[src/design/dhcp_offer_filter_and_checker_defines.svh]
// Assertion macros for the DHCP offer filter and checker.
// No dependencies; included by the RTL files that carry assertions.
`ifndef DHCP_OFFER_FILTER_AND_CHECKER_DEFINES_SVH
`define DHCP_OFFER_FILTER_AND_CHECKER_DEFINES_SVH

`ifndef SYNTH
// clocked check, disabled while reset is high
`define DOFC_ASSERT(lbl, clk, rst, prop, msg) \
  lbl: assert property (@(posedge clk) disable iff (rst) prop) else $error(msg);
// clocked check that also holds during reset
`define DOFC_ASSERT_ALWAYS(lbl, clk, prop, msg) \
  lbl: assert property (@(posedge clk) prop) else $error(msg);
`else
`define DOFC_ASSERT(lbl, clk, rst, prop, msg)
`define DOFC_ASSERT_ALWAYS(lbl, clk, prop, msg)
`endif

`endif

[src/design/dofc_pkg.sv]
// Shared types and constants for the DHCP offer filter and checker.
// No dependencies; imported by every module of the block.
package dofc_pkg;

  localparam int DEF_OPTION_AREA_BYTES = 312;
  localparam int DEF_COUNT_BITS        = 16;

  localparam int FIXED_HEADER_BYTES = 236;
  localparam int MAGIC_BYTES        = 4;
  localparam int MIN_CHECKED_BYTES  = 34;
  localparam int QUEUE_DEPTH        = 2;

  localparam logic [7:0]  OPT_PAD       = 8'h00;
  localparam logic [7:0]  OPT_END       = 8'hFF;
  localparam logic [7:0]  OPT_LEASE     = 8'd51;
  localparam logic [7:0]  OPT_RENEWAL   = 8'd58;
  localparam logic [7:0]  OPT_REBINDING = 8'd59;
  localparam logic [31:0] INFINITE_TIME = 32'hFFFF_FFFF;

  localparam logic KIND_VERDICT = 1'b0;
  localparam logic KIND_REPORT  = 1'b1;

  localparam logic [1:0] STATUS_OK       = 2'd0;
  localparam logic [1:0] STATUS_WARNING  = 2'd1;
  localparam logic [1:0] STATUS_CRITICAL = 2'd2;

  localparam int CFG_INDEX_BITS = 3;
  localparam int CFG_DATA_BITS  = 48;

  localparam logic [CFG_INDEX_BITS-1:0] REG_EXPECTED_XID   = 3'd0;
  localparam logic [CFG_INDEX_BITS-1:0] REG_CLIENT_MAC     = 3'd1;
  localparam logic [CFG_INDEX_BITS-1:0] REG_WANTED_ADDRESS = 3'd2;
  localparam logic [CFG_INDEX_BITS-1:0] REG_ADDR_CHECK_EN  = 3'd3;
  localparam logic [CFG_INDEX_BITS-1:0] REG_SERVER_COUNT   = 3'd4;
  localparam logic [CFG_INDEX_BITS-1:0] REG_SERVER_A       = 3'd5;
  localparam logic [CFG_INDEX_BITS-1:0] REG_SERVER_B       = 3'd6;
  localparam logic [CFG_INDEX_BITS-1:0] REG_SERVER_C       = 3'd7;

  typedef struct packed {
    logic        mode;
    logic [7:0]  data_byte;
    logic [31:0] sender_address;
    logic        last_byte;
  } byte_item_t;

  typedef struct packed {
    logic        kind;
    logic        accepted;
    logic [31:0] offered_ip;
    logic [31:0] lease_seconds;
    logic [31:0] renewal_seconds;
    logic [31:0] rebinding_seconds;
    logic [1:0]  status;
    logic [15:0] offer_total;
    logic [31:0] max_lease_seconds;
    logic        address_seen;
    logic [15:0] server_hits;
  } result_item_t;

  typedef struct packed {
    logic [31:0] expected_xid;
    logic [47:0] client_mac;
    logic [31:0] wanted_address;
    logic        address_check_enable;
    logic [1:0]  server_count;
    logic [31:0] server_a;
    logic [31:0] server_b;
    logic [31:0] server_c;
  } cfg_t;

  // what the parser hands to the accumulator: a packet verdict or a report request
  typedef struct packed {
    logic        kind;
    logic        accepted;
    logic [31:0] yiaddr;
    logic [31:0] lease;
    logic [31:0] renewal;
    logic [31:0] rebinding;
    logic [31:0] sender;
  } event_t;

endpackage

[src/design/dofc_front.sv]
// Byte parser: header checks, yiaddr capture and option walk; emits one event per
// packet end or report request. Depends on dofc_pkg and the assertion macro header.
`include "dhcp_offer_filter_and_checker_defines.svh"

module dofc_front #(
  parameter int OPTION_AREA_BYTES = dofc_pkg::DEF_OPTION_AREA_BYTES
) (
  input  logic                 clk,
  input  logic                 rst,
  input  logic                 byte_valid,
  output logic                 byte_ready,
  input  dofc_pkg::byte_item_t byte_item,
  input  dofc_pkg::cfg_t       cfg,
  input  logic                 queue_full,
  output logic                 event_push,
  output dofc_pkg::event_t     event_item
);
  import dofc_pkg::*;

  localparam int PACKET_BYTES  = FIXED_HEADER_BYTES + OPTION_AREA_BYTES;
  localparam int OPTIONS_START = FIXED_HEADER_BYTES + MAGIC_BYTES;
  localparam int POS_BITS      = $clog2(PACKET_BYTES + 1);

  localparam logic [1:0] PHASE_TYPE   = 2'd0;
  localparam logic [1:0] PHASE_LENGTH = 2'd1;
  localparam logic [1:0] PHASE_DATA   = 2'd2;

  logic [POS_BITS-1:0] byte_position, byte_position_next;
  logic                packet_ok, packet_ok_next;
  logic [1:0]          parse_phase, parse_phase_next;
  logic [7:0]          option_code, option_code_next;
  logic [7:0]          bytes_left, bytes_left_next;
  logic [31:0]         value_shift, value_shift_next;
  logic [31:0]         yiaddr_shift, yiaddr_shift_next;
  logic                options_done, options_done_next;
  logic [2:0]          data_taken, data_taken_next;
  logic [31:0]         held_lease, held_lease_next;
  logic [31:0]         held_renewal, held_renewal_next;
  logic [31:0]         held_rebinding, held_rebinding_next;

  logic       fire, is_byte, in_area, capture;
  logic [7:0] b, xid_byte, mac_byte, bytes_left_dec;
  logic [1:0] xsel;
  logic [2:0] msel;

  assign byte_ready = !queue_full;
  assign fire       = byte_valid && byte_ready;
  assign is_byte    = fire && (byte_item.mode == KIND_VERDICT);
  assign b          = byte_item.data_byte;
  assign in_area    = byte_position < POS_BITS'(PACKET_BYTES);

  // xid bytes 4..7 and mac bytes 28..33 arrive most significant first
  assign xsel     = 2'(2'd3 - byte_position[1:0]);
  assign msel     = 3'(6'd33 - byte_position[5:0]);
  assign xid_byte = cfg.expected_xid[{xsel, 3'b000} +: 8];
  assign mac_byte = cfg.client_mac[{msel, 3'b000} +: 8];
  assign bytes_left_dec = bytes_left - 8'd1;

  always_comb begin
    byte_position_next  = byte_position;
    packet_ok_next      = packet_ok;
    parse_phase_next    = parse_phase;
    option_code_next    = option_code;
    bytes_left_next     = bytes_left;
    value_shift_next    = value_shift;
    yiaddr_shift_next   = yiaddr_shift;
    options_done_next   = options_done;
    data_taken_next     = data_taken;
    held_lease_next     = held_lease;
    held_renewal_next   = held_renewal;
    held_rebinding_next = held_rebinding;
    capture             = 1'b0;

    if (is_byte && in_area) begin
      if (byte_position >= POS_BITS'(4) && byte_position < POS_BITS'(8) && b != xid_byte)
        packet_ok_next = 1'b0;
      if (byte_position >= POS_BITS'(16) && byte_position < POS_BITS'(20))
        yiaddr_shift_next = {yiaddr_shift[23:0], b};
      if (byte_position >= POS_BITS'(28) && byte_position < POS_BITS'(34) && b != mac_byte)
        packet_ok_next = 1'b0;
      if (byte_position >= POS_BITS'(OPTIONS_START) && packet_ok && !options_done) begin
        case (parse_phase)
          PHASE_TYPE: begin
            if (b == OPT_PAD || b == OPT_END) begin
              options_done_next = 1'b1;
            end else begin
              option_code_next = b;
              parse_phase_next = PHASE_LENGTH;
            end
          end
          PHASE_LENGTH: begin
            bytes_left_next  = b;
            value_shift_next = 32'd0;
            data_taken_next  = 3'd0;
            if (b == 8'd0) begin
              capture          = 1'b1;
              parse_phase_next = PHASE_TYPE;
            end else begin
              parse_phase_next = PHASE_DATA;
            end
          end
          default: begin
            // only the first four data bytes shift in
            if (!data_taken[2]) begin
              value_shift_next = {value_shift[23:0], b};
              data_taken_next  = data_taken + 3'd1;
            end
            bytes_left_next = bytes_left_dec;
            if (bytes_left_dec == 8'd0) begin
              capture          = 1'b1;
              parse_phase_next = PHASE_TYPE;
            end
          end
        endcase
      end
      byte_position_next = byte_position + POS_BITS'(1);
    end

    if (capture) begin
      if (option_code == OPT_LEASE)     held_lease_next     = value_shift_next;
      if (option_code == OPT_RENEWAL)   held_renewal_next   = value_shift_next;
      if (option_code == OPT_REBINDING) held_rebinding_next = value_shift_next;
    end

    event_push            = fire && (byte_item.mode == KIND_REPORT || byte_item.last_byte);
    event_item.kind       = byte_item.mode;
    event_item.accepted   = packet_ok_next &&
                            (byte_position_next >= POS_BITS'(MIN_CHECKED_BYTES));
    event_item.yiaddr     = yiaddr_shift_next;
    event_item.lease      = held_lease_next;
    event_item.renewal    = held_renewal_next;
    event_item.rebinding  = held_rebinding_next;
    event_item.sender     = byte_item.sender_address;

    // packet end: per-packet state back to start, held times kept
    if (is_byte && byte_item.last_byte) begin
      byte_position_next = '0;
      packet_ok_next     = 1'b1;
      parse_phase_next   = PHASE_TYPE;
      option_code_next   = 8'd0;
      bytes_left_next    = 8'd0;
      value_shift_next   = 32'd0;
      yiaddr_shift_next  = 32'd0;
      options_done_next  = 1'b0;
      data_taken_next    = 3'd0;
    end
  end

  always_ff @(posedge clk) begin
    if (rst) begin
      byte_position  <= '0;
      packet_ok      <= 1'b1;
      parse_phase    <= PHASE_TYPE;
      option_code    <= 8'd0;
      bytes_left     <= 8'd0;
      value_shift    <= 32'd0;
      yiaddr_shift   <= 32'd0;
      options_done   <= 1'b0;
      data_taken     <= 3'd0;
      held_lease     <= 32'd0;
      held_renewal   <= 32'd0;
      held_rebinding <= 32'd0;
    end else begin
      byte_position  <= byte_position_next;
      packet_ok      <= packet_ok_next;
      parse_phase    <= parse_phase_next;
      option_code    <= option_code_next;
      bytes_left     <= bytes_left_next;
      value_shift    <= value_shift_next;
      yiaddr_shift   <= yiaddr_shift_next;
      options_done   <= options_done_next;
      data_taken     <= data_taken_next;
      held_lease     <= held_lease_next;
      held_renewal   <= held_renewal_next;
      held_rebinding <= held_rebinding_next;
    end
  end

  `DOFC_ASSERT(a_pos_reset_on_last, clk, rst, is_byte && byte_item.last_byte |=> byte_position == '0, "byte position not cleared after packet end")
  `DOFC_ASSERT(a_pos_bounded, clk, rst, byte_position <= POS_BITS'(PACKET_BYTES), "byte position past packet size")
  `DOFC_ASSERT(a_done_in_options, clk, rst, options_done |-> byte_position > POS_BITS'(OPTIONS_START), "option walk ended before option area")

endmodule

[config.mk]
export PLATFORM = sky130hd
export DESIGN_NAME = dofc_front
export DESIGN_NICKNAME = d
export VERILOG_FILES = /design/src/design/dofc_pkg.sv /design/src/design/dofc_front.sv
export VERILOG_INCLUDE_DIRS = /design/src /design/src/design
export SDC_FILE = /design/constraint.sdc
export NUM_CORES = 1
export LEC_CHECK = 0
export BUFFER_PORTS_ARGS = -buffer_cell sky130_fd_sc_hd__buf_2
export CAP_MARGIN = 20
export CORE_AREA = 2 2 164 166
export CTS_CLUSTER_SIZE = 40
export DETAILED_ROUTE_END_ITERATION = 10
export DIE_AREA = 0 0 166 168
export PLACE_DENSITY = 0.63
export REMOVE_ABC_BUFFERS = 1
export SLEW_MARGIN = 0
export SYNTH_ARGS = -nofsm -noshare
export SYNTH_HDL_FRONTEND = slang
export SYNTH_SLANG_ARGS = --single-unit
[constraint.sdc]
create_clock -name clk -period 8.1 [get_ports clk]
set_input_delay 1.62 -clock clk [delete_from_list [all_inputs] [get_ports clk]]
set_output_delay 1.62 -clock clk [all_outputs]
set_load 0.02 [all_outputs]
[Word-level counts from Yosys, hierarchy flattened]
Index checks and enable logic that the tools add are counted.
Word-level totals
  register bits after elaboration: 193
  bits of input ports: 257
  output and inout port bits: 164
  logic and storage cells: 96
Operators by class
  add/sub/neg operators: 5
  order comparisons: 9
  equal/unequal tests: 9
  shift-type cells: 2
  mux-type cells: 28
  bitwise gates (word level): 3
  reduce and logical (&&, ||, !) cells: 27
Operator list (count)
  32-bit 2-to-1 mux: 11
  32-bit case mux with 2 select lines: 1
  48-bit by 7-bit indexed part select with 8-bit output: 1
  32-bit by 6-bit indexed part select with 8-bit output: 1
  8-bit by 6-bit equality test with 1-bit output (second input constant): 3
  10-bit by 5-bit >= comparator with 1-bit output (second input constant): 2
  8-bit logical NOT: 2
  8-bit != test: 2
  8-bit case mux with 2 select lines: 1
  4-bit AND reduction: 4
  1-bit logical AND: 13
  10-bit by 1-bit adder with 10-bit output (second input constant): 1
  10-bit by 3-bit >= comparator with 1-bit output (second input constant): 1
  10-bit by 6-bit >= comparator with 1-bit output (second input constant): 1
  10-bit by 8-bit >= comparator with 1-bit output (second input constant): 1
  10-bit less-than comparator (second input constant): 1
  10-bit by 4-bit less-than comparator with 1-bit output (second input constant): 1
  10-bit by 5-bit less-than comparator with 1-bit output (second input constant): 1
  10-bit by 6-bit less-than comparator with 1-bit output (second input constant): 1
  10-bit 2-to-1 mux: 1
  8-bit equality test (second input constant): 1
  8-bit by 1-bit subtractor with 8-bit output (second input constant): 1
  1-bit 2-to-1 mux: 7
  2-bit 2-to-1 mux: 3
  17 further kinds: 21

[Logic depth before layout (Yosys ltp)]
Gate-level depths: netlist (run 1).
  depth after elaboration: 8
  mapped depth: 10
  gate-level depth less buffers: 9

[Worst setup path before layout (run 1)]
OpenSTA, ideal clock, no wires.
  path kind: input port to output port
  from: in byte_item[40] (netlist bit)
  to: out event_item[55] (netlist bit)
  arrival: 3590 ps
  data required time: 6480 ps
  path slack: 2890 ps
  stages: 8
  path buffers: 1
  cell sequence: or4_1 -> nor2_1 -> nor2_1 -> nor4_2 -> nand4_4 -> clkbuf_1 -> nand2b_1 -> nand2_1
RTL lines
  from (decl): line dofc_front.sv:12  | input dofc_pkg::byte_item_t byte_item,
  to (decl): line dofc_front.sv:16  | output dofc_pkg::event_t event_item

==> results.toml, run 1 <==
[run_status]
status = "finished clean"

[logic_synthesis]
yosysTopAreaCell = "dfxtp_1"
syn_inst = 1126
async_flop_share_pct = 0
synth-edff-count = 0
seq_area_frac_synth_pct = 40.9
synth_xor_area_share_pct = 3.34
synthAdderAreaFrac_pct = 0.794
yosys.area_share.simple_pct = 26.8
synth_top_family_by_area = "simple AND/OR/NAND/NOR gates"
yosys_warnings = 0
ys_seq_elements = 193
netlist.area_leader.share_pct = 40.9
synth.area.top_cells = "dfxtp_1 (41%), nand2_1 (8.5%), nand2b_1 (6.6%)"
synthFlopType = "dfxtp_1"
synth-compound-area-share_pct = 13.1
netlist_area_sq_um = 9450
synthMuxAreaShare_pct = 9.11
synth_area_per_cell_sq_um = 8.39
yosysUniqueCellTypes = 51

[clock_network]
cts_max_level = 4
cts.sinks = 193
cts_setup_buffers = 0
worstSkewPairLatency_ns = 0.44
clock-root-buffer = "clkbuf_16"
holdBufCountCts = 0
cts_resized = 0
clk_transition_reported_paths_ns = 0.08
cts_tree = "done"
clk_path_buf_depth = 2
cts_buffers = 17

[worst_setup_path]
cp.required_ns = 6.48
end_kind = "output pin"
critPathMaxStageDelay_ns = 0.83
critical_path_class = "input pin to output pin"
cp.depth = 9
path_buf_inv = 2
endpoint = "event_item[67]"
cpLargestDelayFamily = "simple AND/OR/NAND/NOR gates"
cp.arrival_ns = 4.87
reg2reg_depth = 9
start_kind = "input pin"
crit_fanout = 64
r2r_slack_ns = 4.38
startpoint = "byte_item[40]"
r2r-start = "bytes_left[0]"
crit_path_top_delay_cell = "nand4_4"
cp_cell_sequence = "buf_2 > or4_1 > nor2_1 > nor2_1 > nor4_2 > nand4_4 > nand2b_1 > nand2_1 > buf_2"
r2r-end = "held_renewal[3]"

[power]
vdd_drop_max_v = 0.000110
power_leakage_nw = 5.28
pwr_density_cell_nw_per_um2 = 174

[global_routing]
grt_pass1_vias = 7339
grt_max_degree = 85
grt_pass1_wl_mm = 45.5
grt_remaining_overflow = 0
grt_usage_pct = 21.7
antenna_found_initial = 0

[routing]
firstDrtPassIters = 5
detail-route-antenna-nets = 0
drcViolationCount = 0
drt_iter0_drc = 525
wl_per_cell_um = 19.2
totalWireLength_mm = 31.1
vias_per_cell = 5.04
vias = 8167

[cells_and_area]
fillers = 2659
finish.instance_area_sq_um = 11200
nets = 1531
diodes = 0
area_growth_pct = 18.2
drive_gt1_share_pct = 25.0

[placed_design]
dpl_cell_area_sq_um = 10500
post-dp-hpwl_mm = 23.6
gp_congestion = 0.863
io_buffer_count = 225

[floorplanning]
die_area_sq_um = 27900
ios = 421
num_rows = 60
die_h_um = 168
start_util_pct = 35.9
die_w_um = 166
coreArea_sq_um = 26400

[flow_run]
drv_cap = 0

[timing]
min_period_ns = 6.49
fin_tns_setup_ns = 0
setup_violations = 0
drv_slew = 0
period_share_pct = 80.1
max_freq_mhz = 154
tightest_slew_ns = 1.07
fin_worst_skew_ns = 0.0155
rsz0062_at_grt = "no"
slew_headroom_pct = 28.7
hold_violations = 0

[hold_path]
hold_class = "flop to flop"
hp-start = "held_renewal[2]"
-- cell families after synthesis --
family                     Yosys count
buffers and inverters              116
xor gates and xnor gates            36
DFF                                193
adders and majority gates            6
AOI/OAI and AO/OA                  203
muxes                               72
and+or+nand+nor                    500
-- state kept, by name, indices dropped and copies added, names as in the netlist, 3 cells and up --
name            count
byte_position      10
bytes_left          8
data_taken          3
held_lease         32
held_rebinding     32
held_renewal       32
option_code         8
value_shift        32
yiaddr_shift       32
-- cells in the final DEF (no fill, tap or decap), types with 8 or more instances in the layout --
cell type  netlist  final
nand3_1         10     10
nand2b_1        99     99
xnor2_1         30     30
mux2i_1         32     32
mux4_2           8      8
dfxtp_1        193    192
o22ai_1         12     12
nand2_1        215    215
clkbuf_16        0     17
nor3_1          10     10
buf_2            3    224
buf_4           33     10
o21ai_0         16     16
mux2_2          32     32
and3_1          12     12
a21oi_1        116    115
or3_1            8      8
nor2_1          49     49
and2_1          67     67
a22o_1          32     32
-- cells in the mapped netlist (2+ instances only) --
master    number
nor3b_1        3
xnor2_1       30
or3_1          8
nor4_1         2
a211oi_1       2
nor3_1        10
a22o_1        32
and3_1        12
clkbuf_1      72
nor2_1        49
a31oi_1        5
or2_2          2
mux2i_1       32
o211ai_1       2
nand4_1        5
nand2_1      215
ha_1           6
and2_1        67
o31a_1         2
a21o_1         5
nor2b_1        3
nand4_4        3
buf_2          3
o21ai_0       16
nand4b_1       3
or4_1          3
mux2_2        32
inv_1          5
nand2b_1      99
buf_4         33
xor2_1         6
dfxtp_1      193
nand3_1       10
o22ai_1       12
mux4_2         8
a22oi_1        4
buf_1          3
a21oi_1      116
-- routing by layer --
layer | global-route usage [%] | routed length (um) | vias up
met3 | 17.1 | 5590 | 22
met5 | 0 | 0 | -
met4 | 4.61 | 283 | 0
met1 | 23.6 | 11800 | 3709
met2 | 33.3 | 13400 | 394
li1 | - | - | 4042
-- final cells by class --
cell class	count	area, sq um	share of cell area (%)
Clock buffer	17	425	3.81
Clock inverter	15	196	1.76
Inverter	5	18.8	0.168
Multi-Input combinational cell	817	5040	45.2
Sequential cell	193	3860	34.6
Tap cell	341	427	3.82
Timing Repair Buffer	234	1200	10.7
-- power by group --
group	switching [mW]	leakage (nW)	internal, mW
Combinational	0.0601	3.43	0.0470
Clock	0.454	0.301	0.429
Sequential	0.000548	1.55	0.948
Total	0.515	5.28	1.42
-- how the worst min path moves through the flow --
stage / cells after the start / slack (ns) / to
global placement: 2 / 0.45 / held_lease[21]
CTS: 2 / 0.46 / held_rebinding[6]
global route: 2 / 0.48 / held_rebinding[22]
finish: 2 / 0.46 / held_renewal[2]
detailed placement: 2 / 0.45 / held_rebinding[6]
floorplan: 2 / 0.43 / options_done
-- worst reg2reg max path, stage by stage, from the launching register on --
cell,delay [ns]
dfxtp_1,0.36
inv_1,0.07
ha_1,0.24
or4b_2,0.62
nor2_1,0.15
xor2_1,0.10
o21ai_1,0.59
nand4_4,0.86
nand2b_1,0.50
a21oi_1,0.16
-- through the flow --
step / cells / util [%] / worst slack (ns) / hold slack, ns / total power [mW]
finish: 1622 / 42.4 / 1.61 / 0.461 / 1.94
global route: 1622 / 42.4 / 1.36 / 0.480 / 2.01
CTS: 1621 / 42.4 / 1.59 / 0.463 / 1.97
detailed placement: 1589 / 40.0 / 1.62 / 0.452 / 1.08
global placement: 1589 / 40.0 / 1.67 / 0.446 / 1.08
floorplan: 1015 / - / 2.22 / 0.431 / 1.02
No activity file was read; power rests on OpenSTA's default activity.
==> inputs of run 2 (changes only) <==
--- a/config.mk
+++ b/config.mk
@@ -8,11 +8,11 @@
 export LEC_CHECK = 0
 export BUFFER_PORTS_ARGS = -buffer_cell sky130_fd_sc_hd__buf_2
 export CAP_MARGIN = 20
-export CORE_AREA = 2 2 164 166
+export CORE_AREA = 2 2 165 167
 export CTS_CLUSTER_SIZE = 40
 export DETAILED_ROUTE_END_ITERATION = 10
-export DIE_AREA = 0 0 166 168
-export PLACE_DENSITY = 0.63
+export DIE_AREA = 0 0 167 169
+export PLACE_DENSITY = 0.65
 export REMOVE_ABC_BUFFERS = 1
 export SLEW_MARGIN = 0
 export SYNTH_ARGS = -nofsm -noshare
==> constraint.sdc (replaced) <==
create_clock -name clk -period 5.8 [get_ports clk]
set_input_delay 1.16 -clock clk [delete_from_list [all_inputs] [get_ports clk]]
set_output_delay 1.16 -clock clk [all_outputs]
set_load 0.02 [all_outputs]
==> results.toml, run 2 (same netlist as run 1, synthesis figures left out) <==
[floorplanning]
coreArea_sq_um = 26500
die_area_sq_um = 28200
die_h_um = 169
ios = 421
start_util_pct = 35.7
num_rows = 60
die_w_um = 167

[clock_network]
cts_buffers = 17
cts_setup_buffers = 0
cts_max_level = 4
worstSkewPairLatency_ns = 0.44
clk_transition_reported_paths_ns = 0.07
cts_resized = 0
holdBufCountCts = 0
cts.sinks = 193
clk_path_buf_depth = 2
clock-root-buffer = "clkbuf_16"
cts_tree = "done"

[timing]
slew_headroom_pct = 28.8
drv_slew = 0
fin_worst_skew_ns = 0.0235
period_share_pct = 87.7
setup_violations = 0
rsz0062_at_grt = "no"
fin_tns_setup_ns = 0
min_period_ns = 5.09
hold_violations = 0
setup_slack_ns = 0.714
max_freq_mhz = 197
tightest_slew_ns = 1.07

[global_routing]
antenna_found_initial = 0
grt_usage_pct = 21.7
grt_max_degree = 83
grt_remaining_overflow = 0
grt_pass1_vias = 7584
grt_pass1_wl_mm = 45.9

[routing]
vias = 8192
wl_per_cell_um = 19.0
vias_per_cell = 5.03
drt_iter0_drc = 518
totalWireLength_mm = 31.0
drcViolationCount = 0
firstDrtPassIters = 5
detail-route-antenna-nets = 0

[cells_and_area]
area_growth_pct = 18.9
mostFrequentLayoutCell = "buf_2"
final_cell_mix = "buf_2 (224), nand2_1 (215), dfxtp_1 (192), a21oi_1 (115), nand2b_1 (99)"
diodes = 0
drive_gt1_share_pct = 25.4
final_cell_count_no_fill = 1630
nets = 1539

[placed_design]
io_buffer_count = 225
place_ws_ns = 0.745
gp_congestion = 0.833
post-dp-hpwl_mm = 23.6
dp_cells = 1598

[worst_setup_path]
r2r-end = "held_renewal[9]"
r2r_slack_ns = 2.66
startpoint = "byte_item[40]"
reg2reg_depth = 8
critical_path_class = "input pin to output pin"
crit_path_top_delay_cell = "or4_1"
cp.depth = 10
critPathMaxStageDelay_ns = 0.64
cp.required_ns = 4.64
crit_fanout = 64
path_buf_inv = 3
cp.arrival_ns = 3.93
cp_cell_sequence = "buf_2 > or4_1 > nor2_1 > nor2_1 > nor4_2 > nand4_4 > buf_4 > nand2b_1 > nand2_1 > buf_2"
r2r-start = "byte_position[4]"
endpoint = "event_item[73]"
start_kind = "input pin"
cpLargestDelayFamily = "simple AND/OR/NAND/NOR gates"
end_kind = "output pin"

[hold_path]
worstHoldPathCells = 2
hold_class = "flop to flop"

[power]
pwr-share-comb_pct = 5.5
netSwitchingPower_uw = 705
swShare_pct = 26.2
internal-power_mw = 1.99
pwr_density_cell_nw_per_um2 = 239
seq_power_share_pct = 49.4
p_clk_share_pct = 45.1
vdd_drop_max_v = 0.000170
power_leakage_nw = 5.32

[run_status]
status = "finished clean"

[flow_run]
drv_cap = 0
run 2: cell types whose count changed in the layout (fill, tap and decap cells not counted), sizes merged:
cell / previous run / this run
clkinv: 5 / 8
buf: 234 / 242
clkinvlp: 0 / 1
inv: 15 / 11
run 2: worst min path at each step:
stage	from	end	slack, ns
finish	held_lease[20]	held_lease[20]	0.46
global route	held_lease[1]	held_lease[1]	0.48
CTS	held_renewal[6]	held_renewal[6]	0.46
detailed placement	held_rebinding[31]	held_rebinding[31]	0.45
global placement	held_lease[21]	held_lease[21]	0.45
floorplan	options_done	options_done	0.43
run 2: worst reg2reg max path, delay by kind of cell (launching register included):
| family | cells | cell delay [ns] |
|---|---|---|
| simple gates | 4 | 1.23 |
| compound gates | 3 | 1.00 |
| flops | 1 | 0.45 |
| buf+inv | 1 | 0.36 |
run 2: routing by layer:
metal,part of all wire (%),track usage [%],vias to the layer above
met5,0.51,3.83,-
met4,1.2,4.99,2
met3,18,17.1,24
met2,43,33.6,368
met1,38,22.9,3736
li1,-,-,4062
run 2: cell type report:
class                   instances  area, sq um
flip-flops and latches        193         3860
clock inverters                15          200
multi-input cells             817         5040
repair buffers                242         1260
fillers                      2674        15300
clock buffers                  17          425
well taps                     341          427
inverters                       5         18.8
run 2: per-stage QoR:
step | area (sq um) | power, mW | utilization [%] | hold WS, ns
finish | 11200 | 2.69 | 42.4 | 0.460
CTS | 11200 | 2.72 | 42.4 | 0.463
global route | 11200 | 2.79 | 42.4 | 0.475
floorplan | 8900 | 1.43 | - | 0.431
detailed placement | 10600 | 1.51 | 40.0 | 0.452
global placement | 10600 | 1.51 | 40.0 | 0.446
run 2: power groups by stage:
stage,Combinational [mW],Clock (mW),Sequential (mW)
finish,0.148,1.21,1.33
CTS,0.149,1.24,1.33
global placement,0.147,0,1.36
global route,0.159,1.30,1.33
floorplan,0.0654,0,1.36
detailed placement,0.149,0,1.36
==> inputs of run 3 (changes only) <==
==> constraint.sdc (replaced) <==
create_clock -name clk -period 5.8 [get_ports clk]
set_input_delay 1.74 -clock clk [delete_from_list [all_inputs] [get_ports clk]]
set_output_delay 1.74 -clock clk [all_outputs]
set_load 0.02 [all_outputs]
==> results.toml, run 3 (same netlist as run 1, synthesis figures left out) <==
[power]
power_leakage_nw = 5.39
internal-power_mw = 1.99
vdd_drop_max_v = 0.000165
seq_power_share_pct = 49.3
p_clk_share_pct = 45.1
finalPower_mw = 2.69
pwr-share-comb_pct = 5.6
netSwitchingPower_uw = 704
swShare_pct = 26.1
pwr_density_cell_nw_per_um2 = 237

[global_routing]
grt_pass1_wl_mm = 46.1
grt_remaining_overflow = 0
grt_pass1_vias = 7578
grt_max_degree = 88
antenna_found_initial = 0
grt_usage_pct = 21.8

[cells_and_area]
final_cell_count_no_fill = 1638
diodes = 0
mostFrequentLayoutCell = "buf_2"
area_growth_pct = 20.2
fin_util_pct = 42.9
fillers = 2653
drive_gt1_share_pct = 25.9
nets = 1547
final_cell_mix = "buf_2 (224), nand2_1 (215), dfxtp_1 (192), a21oi_1 (115), nand2b_1 (99)"

[timing]
rsz0062_at_grt = "no"
slew_headroom_pct = 31.9
fin_worst_skew_ns = 0.0210
setup_slack_ns = 0.159
max_freq_mhz = 177
hold_violations = 0
tightest_slew_ns = 1.02
whs_ns = 0.461
setup_violations = 0
min_period_ns = 5.64
drv_slew = 0
period_share_pct = 97.3

[worst_setup_path]
end_kind = "output pin"
cp.depth = 11
crit_path_top_delay_cell = "or4_1"
r2r-start = "bytes_left[1]"
crit_fanout = 64
endpoint = "event_item[36]"
startpoint = "byte_item[40]"
cpLargestDelayFamily = "simple AND/OR/NAND/NOR gates"
cp_cell_sequence = "buf_2 > or4_1 > nor2_1 > nor2_1 > nor4_2 > buf_4 > nand4_4 > buf_12 > nand2b_1 > nand2_1 > buf_2"
cp.required_ns = 4.06
r2r-end = "held_lease[12]"
critPathMaxStageDelay_ns = 0.60
r2r_slack_ns = 2.75
cp.arrival_ns = 3.90
path_buf_inv = 4
start_kind = "input pin"
critical_path_class = "input pin to output pin"
reg2reg_depth = 10

[floorplanning]
start_util_pct = 35.7
num_rows = 60
die_w_um = 167
ios = 421
die_h_um = 169
die_area_sq_um = 28200
coreArea_sq_um = 26500

[routing]
firstDrtPassIters = 4
vias = 8183
drcViolationCount = 0
detail-route-antenna-nets = 0
totalWireLength_mm = 30.9
drt_iter0_drc = 523
vias_per_cell = 5.00
wl_per_cell_um = 18.9

[clock_network]
clk_path_buf_depth = 2
cts.sinks = 193
clock-root-buffer = "clkbuf_16"
cts_tree = "done"
cts_buffers = 17
holdBufCountCts = 0
cts_max_level = 4
cts_resized = 0
cts_setup_buffers = 0
clk_transition_reported_paths_ns = 0.08
worstSkewPairLatency_ns = 0.44

[placed_design]
place_ws_ns = 0.171
dp_cells = 1606
io_buffer_count = 225
post-dp-hpwl_mm = 23.8
gp_congestion = 0.854

[hold_path]
hold_class = "flop to flop"

[flow_run]
drv_cap = 0

[run_status]
status = "finished clean"
run 3: cell count changes in the layout (fill, tap and decap cells not counted):
cell,delta
inv_12,+1
buf_12,+5
clkinvlp_4,-1
inv_8,+1
inv_6,+1
clkinv_8,-2
buf_4,+3
run 3: area by class of cell:
cell class	count	area (sq um)	area share (%)
Inverter	5	18.8	0.165
Sequential cell	193	3860	34.0
Clock inverter	15	196	1.73
Timing Repair Buffer	250	1380	12.1
Multi-Input combinational cell	817	5040	44.4
Tap cell	341	427	3.76
Clock buffer	17	425	3.75
run 3: worst min-delay path by stage:
stage / from / to / slack, ns / depth (start not counted)
after detailed placement: held_lease[6] / held_lease[6] / 0.45 / 2
final: held_rebinding[7] / held_rebinding[7] / 0.46 / 2
after global routing: held_rebinding[17] / held_rebinding[17] / 0.48 / 2
after CTS: held_lease[6] / held_lease[6] / 0.46 / 2
after global placement: held_lease[21] / held_lease[21] / 0.45 / 2
after floorplan: options_done / options_done / 0.43 / 2
run 3: layer usage:
layer	global-route usage (%)	wire, um
met1	22.9	11600
met5	3.83	157
met2	33.7	13100
met3	17.2	5660
met4	4.95	359
run 3: tightest hold or removal path, delay by kind of cell, from the launching register on:
family | cells | cell delay (ns)
flip-flops | 1 | 0.30
AND/OR/NAND/NOR | 1 | 0.06
AO/OA/AOI/OAI | 1 | 0.05
run 3: power groups by stage:
stage	clock, mW	sequential [mW]	combinational, mW
floorplan	0	1.36	0.0654
global placement	0	1.36	0.150
detailed placement	0	1.36	0.152
CTS	1.25	1.33	0.152
global route	1.30	1.33	0.163
finish	1.21	1.33	0.151
run 3: through the flow:
step | cell area, sq um | setup TNS (ns)
after detailed placement | 10700 | 0
after floorplan | 8900 | -38.81
after CTS | 11400 | 0
final | 11400 | 0
after global placement | 10700 | 0
after global routing | 11400 | 0
